File: src/design/b64d_pkg.sv
// Types, constants and the alphabet lookup for the base64 text decoder.
package b64d_pkg;

    // Width of the saturating byte counter.
    localparam int COUNT_BITS = 16;
    localparam int DCOUNT_W = 16;

    // Most results one character can cause: three bytes and a summary.
    localparam int MAX_RESULTS = 4;
    localparam int NRES_W = $clog2(MAX_RESULTS + 1);

    // Result queue sizing.
    localparam int FIFO_DEPTH = 8;
    localparam int PTR_W = $clog2(FIFO_DEPTH);
    localparam int FCNT_W = $clog2(FIFO_DEPTH + 1);

    // Special characters and result kinds.
    localparam logic [7:0] PAD_CHAR = 8'h3D;
    localparam logic KIND_DATA = 1'b0;
    localparam logic KIND_SUMMARY = 1'b1;
    localparam logic STATUS_OK = 1'b0;
    localparam logic STATUS_FAIL = 1'b1;

    // One result item as it sits in the queue.
    typedef struct packed {
        logic                item_kind;
        logic [7:0]          data_byte;
        logic [DCOUNT_W-1:0] decoded_count;
        logic                status;
        logic                last_of_run;
    } result_t;

    // Maps a character to its 6-bit alphabet value; bit 6 set means not in the alphabet.
    function automatic logic [6:0] sextet_of(input logic [7:0] c);
        logic [6:0] v;
        v = 7'h40;
        if (c >= 8'h41 && c <= 8'h5A) begin
            v = {1'b0, 6'(c - 8'h41)};
        end else if (c >= 8'h61 && c <= 8'h7A) begin
            v = {1'b0, 6'(c - 8'h61 + 8'd26)};
        end else if (c >= 8'h30 && c <= 8'h39) begin
            v = {1'b0, 6'(c - 8'h30 + 8'd52)};
        end else if (c == 8'h2B) begin
            v = 7'd62;
        end else if (c == 8'h2F) begin
            v = 7'd63;
        end
        return v;
    endfunction

endpackage

File: src/design/b64d_if.sv
// Valid/ready stream interfaces for the character input and the result output.
interface b64d_char_if;
    logic       valid;
    logic       ready;
    logic [7:0] char_code;
    logic       end_of_text;

    modport source (output valid, output char_code, output end_of_text, input ready);
    modport sink (input valid, input char_code, input end_of_text, output ready);
endinterface

interface b64d_res_if;
    logic        valid;
    logic        ready;
    logic        item_kind;
    logic [7:0]  data_byte;
    logic [15:0] decoded_count;
    logic        status;
    logic        last_of_run;

    modport source (output valid, output item_kind, output data_byte,
                    output decoded_count, output status, output last_of_run,
                    input ready);
    modport sink (input valid, input item_kind, input data_byte,
                  input decoded_count, input status, input last_of_run,
                  output ready);
endinterface

File: src/design/base64_text_decoder_core.sv
// Streaming base64 text decoder: one character in, data bytes and a summary out.
//
//  channel   dir  handshake     payload
//  char_in   in   valid/ready   char_code[7:0], end_of_text
//  res_out   out  valid/ready   item_kind, data_byte[7:0], decoded_count[15:0],
//                               status, last_of_run
//
// A character is decoded in the cycle it is accepted and its results (up to four)
// are pushed into an eight-entry result queue; results leave one per cycle while
// res_out is ready. char_in is ready while the queue has room for four results,
// so one character per cycle is sustained as long as each character yields one
// result on average. Reset clears the decoder state and empties the queue.
// Stalls on res_out fill the queue and then hold off char_in.
module base64_text_decoder_core
    import b64d_pkg::*;
(
    input  logic clk,
    input  logic rst_n,
    b64d_char_if.sink  char_in,
    b64d_res_if.source res_out
);

    localparam logic [COUNT_BITS-1:0] COUNT_MAX = '1;
    localparam logic [FCNT_W-1:0] READY_LIMIT = FCNT_W'(FIFO_DEPTH - MAX_RESULTS);

    // Decoder state.
    logic [23:0]           group_reg, group_next;
    logic [1:0]            pending_reg, pending_next;
    logic                  stopped_reg, stopped_next;
    logic                  failed_reg, failed_next;
    logic [COUNT_BITS-1:0] total_reg, total_next;

    // Result queue.
    result_t               fifo_reg [FIFO_DEPTH];
    logic [PTR_W-1:0]      wr_ptr_reg, wr_ptr_next;
    logic [PTR_W-1:0]      rd_ptr_reg, rd_ptr_next;
    logic [FCNT_W-1:0]     count_reg, count_next;

    logic                  accept;
    logic                  pop;
    logic [6:0]            sextet;
    logic                  is_pad;
    logic [23:0]           group_or;
    logic [1:0]            n_bytes;
    logic [7:0]            bytes [3];
    logic [COUNT_BITS:0]   total_sum;
    logic [COUNT_BITS-1:0] total_sat;
    logic                  bad;
    logic [NRES_W-1:0]     n_res;
    result_t               slot [MAX_RESULTS];

    assign accept = char_in.valid && char_in.ready;
    assign pop = res_out.valid && res_out.ready;
    assign char_in.ready = (count_reg <= READY_LIMIT);

    assign sextet = sextet_of(char_in.char_code);
    assign is_pad = (char_in.char_code == PAD_CHAR);

    // Place the new sextet into the group at the position of the pending count.
    always_comb
    begin
        case (pending_reg)
            2'd0: group_or = group_reg | {sextet[5:0], 18'd0};
            2'd1: group_or = group_reg | {6'd0, sextet[5:0], 12'd0};
            2'd2: group_or = group_reg | {12'd0, sextet[5:0], 6'd0};
            2'd3: group_or = group_reg | {18'd0, sextet[5:0]};
            default: group_or = group_reg;
        endcase
    end

    // Character decode: bytes produced and the group state left behind.
    always_comb
    begin
        group_next = group_reg;
        pending_next = pending_reg;
        stopped_next = stopped_reg;
        failed_next = failed_reg;
        n_bytes = 2'd0;
        bytes[0] = group_reg[23:16];
        bytes[1] = group_reg[15:8];
        bytes[2] = group_reg[7:0];
        if (!stopped_reg) begin
            if (is_pad) begin
                // Padding flushes a partial group or fails a lone character.
                stopped_next = 1'b1;
                group_next = '0;
                pending_next = 2'd0;
                case (pending_reg)
                    2'd1: failed_next = 1'b1;
                    2'd2: n_bytes = 2'd1;
                    2'd3: n_bytes = 2'd2;
                    default: n_bytes = 2'd0;
                endcase
            end else if (!sextet[6]) begin
                if (pending_reg == 2'd3) begin
                    n_bytes = 2'd3;
                    bytes[0] = group_or[23:16];
                    bytes[1] = group_or[15:8];
                    bytes[2] = group_or[7:0];
                    group_next = '0;
                    pending_next = 2'd0;
                end else begin
                    group_next = group_or;
                    pending_next = pending_reg + 2'd1;
                end
            end
        end
    end

    // Saturating byte count and end-of-string status.
    always_comb
    begin
        total_sum = {1'b0, total_reg} + (COUNT_BITS + 1)'(n_bytes);
        total_sat = (total_sum > {1'b0, COUNT_MAX}) ? COUNT_MAX : total_sum[COUNT_BITS-1:0];
        bad = failed_next || (!stopped_next && (pending_next != 2'd0));
        total_next = total_sat;
        if (char_in.end_of_text) begin
            total_next = '0;
        end
    end

    // Build the result slots: data bytes first, then the summary on the last character.
    always_comb
    begin
        n_res = NRES_W'(n_bytes) + NRES_W'(char_in.end_of_text);
        for (int k = 0; k < MAX_RESULTS; k++) begin
            slot[k].item_kind = KIND_DATA;
            slot[k].data_byte = 8'd0;
            slot[k].decoded_count = '0;
            slot[k].status = STATUS_OK;
            slot[k].last_of_run = (NRES_W'(k) == n_res - NRES_W'(1));
            if (NRES_W'(k) < NRES_W'(n_bytes)) begin
                slot[k].data_byte = bytes[k % 3];
            end else begin
                slot[k].item_kind = KIND_SUMMARY;
                slot[k].status = bad ? STATUS_FAIL : STATUS_OK;
                slot[k].decoded_count = bad ? '0 : DCOUNT_W'(total_sat);
            end
        end
    end

    // Queue pointers and fill level.
    always_comb
    begin
        wr_ptr_next = wr_ptr_reg;
        rd_ptr_next = rd_ptr_reg;
        if (accept) begin
            wr_ptr_next = wr_ptr_reg + PTR_W'(n_res);
        end
        if (pop) begin
            rd_ptr_next = rd_ptr_reg + PTR_W'(1);
        end
        count_next = count_reg + (accept ? FCNT_W'(n_res) : FCNT_W'(0))
                     - (pop ? FCNT_W'(1) : FCNT_W'(0));
    end

    // Control and decoder state registers.
    always_ff @(posedge clk or negedge rst_n)
    begin
        if (!rst_n) begin
            group_reg <= '0;
            pending_reg <= 2'd0;
            stopped_reg <= 1'b0;
            failed_reg <= 1'b0;
            total_reg <= '0;
            wr_ptr_reg <= '0;
            rd_ptr_reg <= '0;
            count_reg <= '0;
        end else begin
            if (accept) begin
                if (char_in.end_of_text) begin
                    group_reg <= '0;
                    pending_reg <= 2'd0;
                    stopped_reg <= 1'b0;
                    failed_reg <= 1'b0;
                end else begin
                    group_reg <= group_next;
                    pending_reg <= pending_next;
                    stopped_reg <= stopped_next;
                    failed_reg <= failed_next;
                end
                total_reg <= total_next;
            end
            wr_ptr_reg <= wr_ptr_next;
            rd_ptr_reg <= rd_ptr_next;
            count_reg <= count_next;
        end
    end

    // Queue payload storage.
    always_ff @(posedge clk)
    begin
        if (accept) begin
            for (int k = 0; k < MAX_RESULTS; k++) begin
                if (NRES_W'(k) < n_res) begin
                    fifo_reg[wr_ptr_reg + PTR_W'(k)] <= slot[k];
                end
            end
        end
    end

    // Head of the queue drives the output channel.
    assign res_out.valid = (count_reg != '0);
    assign res_out.item_kind = fifo_reg[rd_ptr_reg].item_kind;
    assign res_out.data_byte = fifo_reg[rd_ptr_reg].data_byte;
    assign res_out.decoded_count = fifo_reg[rd_ptr_reg].decoded_count;
    assign res_out.status = fifo_reg[rd_ptr_reg].status;
    assign res_out.last_of_run = fifo_reg[rd_ptr_reg].last_of_run;

endmodule

File: src/flat_wrapper.sv
// flat-port wrapper written by rule: the top's interface ports become plain ports
module base64_text_decoder_core_flat import b64d_pkg::*;
  (clk, rst_n, char_in_valid, char_in_char_code, char_in_end_of_text, char_in_ready, res_out_valid, res_out_item_kind, res_out_data_byte, res_out_decoded_count, res_out_status, res_out_last_of_run, res_out_ready);
  b64d_char_if char_in_i ();
  b64d_res_if res_out_i ();
  input  logic clk;
  input  logic rst_n;
  input wire logic [$bits(char_in_i.valid)-1:0] char_in_valid;
  input wire logic [$bits(char_in_i.char_code)-1:0] char_in_char_code;
  input wire logic [$bits(char_in_i.end_of_text)-1:0] char_in_end_of_text;
  output wire logic [$bits(char_in_i.ready)-1:0] char_in_ready;
  output wire logic [$bits(res_out_i.valid)-1:0] res_out_valid;
  output wire logic [$bits(res_out_i.item_kind)-1:0] res_out_item_kind;
  output wire logic [$bits(res_out_i.data_byte)-1:0] res_out_data_byte;
  output wire logic [$bits(res_out_i.decoded_count)-1:0] res_out_decoded_count;
  output wire logic [$bits(res_out_i.status)-1:0] res_out_status;
  output wire logic [$bits(res_out_i.last_of_run)-1:0] res_out_last_of_run;
  input wire logic [$bits(res_out_i.ready)-1:0] res_out_ready;
  assign char_in_i.valid = char_in_valid;
  assign char_in_i.char_code = char_in_char_code;
  assign char_in_i.end_of_text = char_in_end_of_text;
  assign char_in_ready = char_in_i.ready;
  assign res_out_valid = res_out_i.valid;
  assign res_out_item_kind = res_out_i.item_kind;
  assign res_out_data_byte = res_out_i.data_byte;
  assign res_out_decoded_count = res_out_i.decoded_count;
  assign res_out_status = res_out_i.status;
  assign res_out_last_of_run = res_out_i.last_of_run;
  assign res_out_i.ready = res_out_ready;
  base64_text_decoder_core u_core (.clk(clk), .rst_n(rst_n), .char_in(char_in_i), .res_out(res_out_i));
endmodule
File: config.mk
export PLATFORM = sky130hd
export DESIGN_NAME = base64_text_decoder_core_flat
export DESIGN_NICKNAME = d
export VERILOG_FILES = /design/src/design/b64d_pkg.sv /design/src/design/b64d_if.sv /design/src/design/base64_text_decoder_core.sv /design/src/flat_wrapper.sv
export SDC_FILE = /design/constraint.sdc
export NUM_CORES = 1
export LEC_CHECK = 0
export BUFFER_PORTS_ARGS = -buffer_cell sky130_fd_sc_hd__buf_2
export CAP_MARGIN = 0
export CELL_PAD_IN_SITES_DETAIL_PLACEMENT = 1
export CELL_PAD_IN_SITES_GLOBAL_PLACEMENT = 1
export CORE_ASPECT_RATIO = 1.1
export CORE_MARGIN = 10
export CORE_UTILIZATION = 35
export CTS_BUF_LIST = sky130_fd_sc_hd__clkbuf_16
export DETAILED_ROUTE_END_ITERATION = 7
export GPL_TIMING_DRIVEN = 0
export PLACE_DENSITY_LB_ADDON = 0.1
export SETUP_SLACK_MARGIN = 0.3
export SLEW_MARGIN = 40
export SYNTH_ARGS = -nofsm -noshare
export SYNTH_HDL_FRONTEND = slang
export SYNTH_SLANG_ARGS = --single-unit
export TNS_END_PERCENT = 100
File: constraint.sdc
create_clock -name clk -period 3.4 [get_ports clk]
set_input_delay 0.34 -clock clk [delete_from_list [all_inputs] [get_ports clk]]
set_output_delay 0.34 -clock clk [all_outputs]
set_load 0.03 [all_outputs]
==> flow_summary.yaml, run 1 <==
timing:
  maxClockFrequency_ghz: 0.294
  setup_ws_ns: -0.00219
  fin_crit_sh: 1.00
  fin_crit_ns: 3.40
  setup_violations: 1
  fin_skew_ns: 0.0148
  slew_viol_final: 0
  hold_viol: 0
  hold-worst-slack_ns: 0.111
  finalSetupTns_ns: -0.00219
  rsz0062_at_grt: "true"
  slew_headroom: 0.423
  tightestPinTransition_ns: 0.859
cells_and_area:
  fin_nets: 1738
  drive_gt1_frac: 0.444
  nFillCells: 4532
  largest_reg_flops: 216
  final_cell_count_no_fill: 2284
  antenna_cells: 0
  area_growth_pct: 41.2
synth:
  synth_cell_types: 93
  postSynthCellCount: 1437
  synthesis.nets: 1483
  synth-xor-area-share: 0.0146
  yosys.area.top_type: "edfxtp_1"
  synth_fa_ha_area_frac: 0.0291
  synth_top_area_frac: 0.289
  async_reset_ff_frac: 0.200
  synthSimpleGateAreaFrac: 0.152
  synth_compound_area_frac: 0.196
  synthMuxAreaShare: 0.102
  syn_avg_cell_area_um2: 10.4
  mappedNetlistArea_mm2: 0.0150
  yosys_warnings: 0
  synth_edf_count: 144
  yosysMostFrequentCell: "nor2_1"
  seq_area_frac_synth: 0.475
  synth_top_family_by_area: "compound AO/OA/AOI/OAI gates"
  synthTopCellsByCount: "nor2_1 (216), edfxtp_1 (144), nand2_1 (133)"
  ys_seq_elements: 270
  ys_top_cells_by_area: "edfxtp_1 (29%), dfxtp_1 (9.6%), dfrtp_1 (9.0%), mux4_2 (8.1%), nor2_1 (5.4%)"
  synthFlopType: "edfxtp_1"
placement:
  hpwl_mm: 39.6
  placedCellCount: 2046
  io_buffers: 41
  gp_congestion: 0.915
worst_setup_path:
  crit_type: "in -> reg"
  crit_chain: "buf_2, or3b_4, buf_6, o21a_1, and2_4, nand2_8, nand2_8, ha_4, inv_2, fa_2, and2b_2, and4_4, and3_4, buf_8, and2_4, and3_4, buf_12, buf_16, o21ai_4, nor2_1"
  crit_path_max_fanout: 8
  crit_arrival_ns: 3.74
  worst_ep_required_time_ns: 3.74
  crit_family: "simple AND/OR/NAND/NOR gates"
  critical_path_buf_inv_count: 6
  startpoint_type: "input pin"
  crit_path_end_kind: "flop"
  crit_path_max_incr_delay_ns: 0.39
  critical-path-slowest-cell: "or3b_4"
global_routing:
  gr-total-overflow: 0
  grt_max_degree: 39
  grt_antenna_before_repair: 1
  grt_pass1_wl_mm: 84.1
  grt_pass1_vias: 13281
  grt_use_total: 0.212
die:
  dieArea_mm2: 0.0515
  io-pin-count: 42
  fp.dieW_um: 217
  fp.dieH_um: 237
  start_util: 0.354
  num_rows: 79
  design.core.area_mm2: 0.0423
drt:
  firstDrtPassIters: 5
  wire_per_inst_um: 25.3
  ant_nets: 0
  drt-total-wl_mm: 57.7
  drt_first_iter_violations: 1030
  viasPerCell: 5.72
  vias: 13069
  drcViolationCount: 0
run:
  cap_violations: 0
worst_hold_path:
  min_path_type: "in -> reg"
status:
  status: "complete, but fails checks"
  violations: "negative setup slack"
power_and_ir_drop:
  pwr-share-seq: 0.307
  p_per_area_mw_per_mm2: 664
  power_leakage_nw: 8.21
  pwr-share-clk: 0.239
  peakVddDrop_uv: 406
  p_switching_mw: 5.66
  p_sw_frac: 0.403
  p_int_mw: 8.39
  pwr-share-comb: 0.454
clock_network:
  cts_root_buf: "clkbuf_16"
  numCtsBuffers: 31
  cts_buffer_depth: 3
  cts_max_level: 1
  cts_tree: "done"
  clk_pin_slew_ns: 0.06
  clock_latency_ns: 0.60
  cts.sinks: 270
layout by cell type, fill, tap and decap left out, types with 13 or more instances in the layout:
cell	n
a21oi_1	85
a21oi_2	32
a221oi_2	14
a22o_1	13
a22oi_1	14
a31oi_1	19
buf_12	25
buf_2	48
buf_4	109
buf_6	55
clkbuf_16	37
clkbuf_2	18
dfrtp_1	52
dfxtp_1	72
edfxtp_1	144
ha_1	18
inv_1	38
mux2_2	28
mux4_2	54
nand2_1	91
nand2_4	21
nand2_8	16
nor2_1	137
nor2_2	47
nor2_4	43
o21ai_0	64
o21ai_1	22
o21ai_2	20
o21ai_4	19
o22ai_1	15
worst paths after layout:
check                                       start                endpoint  slack (ns)  cells past startpoint
setup / recovery             char_in_char_code[6]  u_core.fifo_reg[4][15]      -0.002                     20
hold / removal                      res_out_ready    u_core.rd_ptr_reg[0]        0.11                      3
setup reg to reg               u_core.stopped_reg  u_core.fifo_reg[4][15]      -0.002                     18
hold reg to reg            u_core.fifo_reg[1][25]  u_core.fifo_reg[1][25]        0.46                      2
max in group asynchronous                   rst_n   u_core.pending_reg[0]        2.68                      3
min in group asynchronous                   rst_n    u_core.rd_ptr_reg[0]        0.19                      2
through the flow:
stage	setup WS [ns]	power, mW	cell area (um^2)	utilization
6_report	-0.00219	14.1	21200	0.500
5_1_grt	-0.0824	14.7	21200	0.500
4_1_cts	-0.0280	13.6	19500	0.460
3_5_place_dp	-1.44	9.76	16600	0.392
3_3_place_gp	-1.41	9.67	16500	0.391
2_1_floorplan	-0.252	8.03	15600	-
kinds of logic (layout without fill, tap and decap cells):
family / count (synthesis) / count (layout)
AND/OR/NAND/NOR: 484 / 487
AO/OA/AOI/OAI: 434 / 434
flip-flops: 270 / 270
buffers and inverters: 109 / 386
multiplexers: 82 / 82
adder cells (fa/ha/maj): 33 / 33
XOR/XNOR: 25 / 25
layout make-up:
cell class | count | area, um^2 | share of cell area
Clock inverter | 26 | 210 | 0.00994
Multi-Input combinational cell | 1061 | 9370 | 0.443
Sequential cell | 270 | 7120 | 0.337
Clock buffer | 32 | 801 | 0.0378
Tap cell | 567 | 709 | 0.0335
Timing Repair Buffer | 219 | 2220 | 0.105
Buffer | 71 | 581 | 0.0274
Inverter | 38 | 151 | 0.00716
layer usage:
metal,global-route usage,vias to the layer above,share of wire
li1,-,5930,-
met1,0.283,6680,0.44
met2,0.352,364,0.49
met3,0.0309,93,0.053
met4,0.0494,2,0.021
met5,0,-,0.00035
power by group through the flow:
stage	Sequential, mW	Clock (mW)	Combinational [mW]
final	4.31	3.36	6.38
after global routing	4.36	3.55	6.80
after CTS	4.28	3.42	5.89
after detailed placement	4.33	0	5.44
after global placement	4.31	0	5.36
after floorplan	4.21	0	3.82
worst register-to-register path, cell delays in order (launching register included):
cell,delay [ns]
dfrtp_1,0.42
inv_2,0.08
o21a_1,0.16
and2_4,0.20
nand2_8,0.08
nand2_8,0.09
ha_4,0.14
inv_2,0.03
fa_2,0.35
and2b_2,0.24
and4_4,0.21
and3_4,0.19
buf_8,0.10
and2_4,0.15
and3_4,0.28
buf_12,0.13
buf_16,0.11
o21ai_4,0.10
nor2_1,0.17
what timing repair did:
| action | 4_1_cts | 5_1_grt |
|---|---|---|
| pin swaps | 102 | 117 |
| hold endpoints to repair | 54 | 0 |
| buffers inserted | 94 | 68 |
| gates cloned | 10 | 7 |
| gates resized for setup | 217 | 248 |
| hold buffers | 1 | 0 |
| setup endpoints to repair | 406 | 365 |
(Power assumes the default switching activity.)
==> run 2: changes to the inputs <==
--- a/config.mk
+++ b/config.mk
@@ -7,15 +7,11 @@
 export LEC_CHECK = 0
 export BUFFER_PORTS_ARGS = -buffer_cell sky130_fd_sc_hd__buf_2
 export CAP_MARGIN = 0
-export CELL_PAD_IN_SITES_DETAIL_PLACEMENT = 1
-export CELL_PAD_IN_SITES_GLOBAL_PLACEMENT = 1
 export CORE_ASPECT_RATIO = 1.1
 export CORE_MARGIN = 10
 export CORE_UTILIZATION = 35
-export CTS_BUF_LIST = sky130_fd_sc_hd__clkbuf_16
 export DETAILED_ROUTE_END_ITERATION = 7
 export GPL_TIMING_DRIVEN = 0
-export PLACE_DENSITY_LB_ADDON = 0.1
 export SETUP_SLACK_MARGIN = 0.3
 export SLEW_MARGIN = 40
 export SYNTH_ARGS = -nofsm -noshare
==> flow_summary.yaml, run 2 (synthesized netlist as in run 1, its figures left out) <==
global_routing:
  grt_pass1_vias: 12805
  grt_antenna_before_repair: 1
  grt_use_total: 0.188
  grt_max_degree: 55
  gr-total-overflow: 0
  grt_pass1_wl_mm: 76.3
clock_network:
  cts_root_buf: "clkbuf_16"
  cts_tree: "done"
  clock_latency_ns: 0.58
  clk_pin_slew_ns: 0.07
  numCtsBuffers: 27
  cts_buffer_depth: 3
  cts_max_level: 1
  cts.sinks: 270
worst_setup_path:
  crit_path_end_kind: "flop"
  crit_path_max_fanout: 6
  crit_path_max_incr_delay_ns: 0.44
  critical-path-slowest-cell: "dfrtp_2"
  worst_ep_required_time_ns: 3.84
  crit_arrival_ns: 3.82
  crit_family: "simple AND/OR/NAND/NOR gates"
  startpoint_type: "flop"
  crit_chain: "inv_2, o21a_1, and2_4, nand2_8, nand2_8, ha_4, inv_2, fa_2, and2b_2, and4_4, and3_4, buf_8, and2_4, and3_4, buf_6, buf_16, o21ai_4, buf_12, nor2_2"
  crit_type: "reg -> reg"
  critical_path_buf_inv_count: 6
cells_and_area:
  stdcell_area_mm2: 0.0211
  area_growth_pct: 40.7
  final_core_util: 0.498
  antenna_cells: 0
  nFillCells: 3734
  most-common-layout-cells: "nor2_1 (146), edfxtp_1 (144), buf_4 (122), nand2_1 (91), a21oi_1 (87)"
  fin_nets: 1745
  largest_reg_flops: 216
  layout_commonest_cell: "nor2_1"
  final_cell_count_no_fill: 2287
  drive_gt1_frac: 0.436
placement:
  placedCellCount: 2045
  hpwl_mm: 34.7
  gp_congestion: 0.995
  io_buffers: 41
  dpl_cell_area_mm2: 0.0166
  place_ws_ns: -1.35
timing:
  maxClockFrequency_ghz: 0.296
  tightestPinTransition_ns: 1.04
  slew_headroom: 0.307
  fin_skew_ns: 0.0111
  finalSetupTns_ns: 0
  slew_viol_final: 0
  fin_crit_ns: 3.38
  hold_viol: 0
  setup_ws_ns: 0.0205
  fin_crit_sh: 0.994
  rsz0062_at_grt: "true"
  hold-worst-slack_ns: 0.144
  setup_violations: 0
drt:
  ant_nets: 0
  drt_first_iter_violations: 1705
  drcViolationCount: 0
  vias: 13476
  wire_per_inst_um: 23.3
  drt-total-wl_mm: 53.4
  firstDrtPassIters: 6
  viasPerCell: 5.89
die:
  num_rows: 79
  dieArea_mm2: 0.0515
  fp.dieH_um: 237
  start_util: 0.354
  io-pin-count: 42
  design.core.area_mm2: 0.0423
  fp.dieW_um: 217
power_and_ir_drop:
  p_per_area_mw_per_mm2: 674
  power_mw: 14.2
  peakVddDrop_uv: 344
  power_leakage_nw: 8.23
run:
  cap_violations: 0
worst_hold_path:
  min_path_type: "in -> reg"
status:
  status: "finished, final reports clean"
## run 2: cell types whose count changed in the layout (fill, tap and decap cells not counted), sizes merged
| cell | delta |
|---|---|
| inv | -9 |
| clkbuf | +6 |
| buf | +4 |
| nand2 | +4 |
| clkinv | -2 |
| clkinvlp | -2 |
| bufinv | +1 |
| o21ai | +1 |
## run 2: worst paths after layout
kind / slack, ns / depth (start not counted) / start / endpoint
max reg2reg: 0.02 / 19 / u_core.stopped_reg / u_core.fifo_reg[0][15]
max: 0.02 / 19 / u_core.stopped_reg / u_core.fifo_reg[0][15]
max in group asynchronous: 2.50 / 2 / rst_n / u_core.stopped_reg
min in group asynchronous: 0.37 / 2 / rst_n / u_core.group_reg[17]
min: 0.14 / 3 / res_out_ready / u_core.rd_ptr_reg[0]
min reg2reg: 0.45 / 2 / u_core.fifo_reg[1][25] / u_core.fifo_reg[1][25]
## run 2: layout make-up
class / instances / area (um^2) / share of cell area
Sequential cell: 270 / 7120 / 0.338
Timing Repair Buffer: 225 / 2290 / 0.109
Clock inverter: 14 / 196 / 0.00932
Buffer: 71 / 596 / 0.0282
Multi-Input combinational cell: 1066 / 9240 / 0.438
Clock buffer: 36 / 781 / 0.0370
Tap cell: 567 / 709 / 0.0336
Inverter: 38 / 151 / 0.00718
## run 2: worst register-to-register path: cells and delay by family, from the launching register on
| kind | cells | cell delay, ns |
|---|---|---|
| AND/OR/NAND/NOR | 9 | 1.49 |
| buffers and inverters | 6 | 0.61 |
| adder cells (fa/ha/maj) | 2 | 0.46 |
| flip-flops | 1 | 0.44 |
| AO/OA/AOI/OAI | 2 | 0.24 |
## run 2: per-layer routing
layer | up-vias | part of all wire | GRT usage
li1 | 5934 | - | -
met1 | 6700 | 0.40 | 0.244
met2 | 691 | 0.50 | 0.320
met3 | 149 | 0.068 | 0.0199
met4 | 2 | 0.037 | 0.0604
met5 | - | 0.00022 | 0
## run 2: power by group
group          internal (mW)  switching, mW  total (mW)
combinational           2.73           3.90        6.63
clock                   1.93           1.37        3.30
sequential              3.97          0.317        4.29
total                   8.64           5.58        14.2
## run 2: repair_timing
| action | CTS | global route |
|---|---|---|
| endpoints found under the setup margin | 406 | 397 |
| cloned | 10 | 14 |
| buffers inserted | 117 | 49 |
| hold endpoints to repair | 54 | 0 |
| hold buffers | 1 | 0 |
| pin swaps | 132 | 85 |
| gates resized for setup | 180 | 231 |
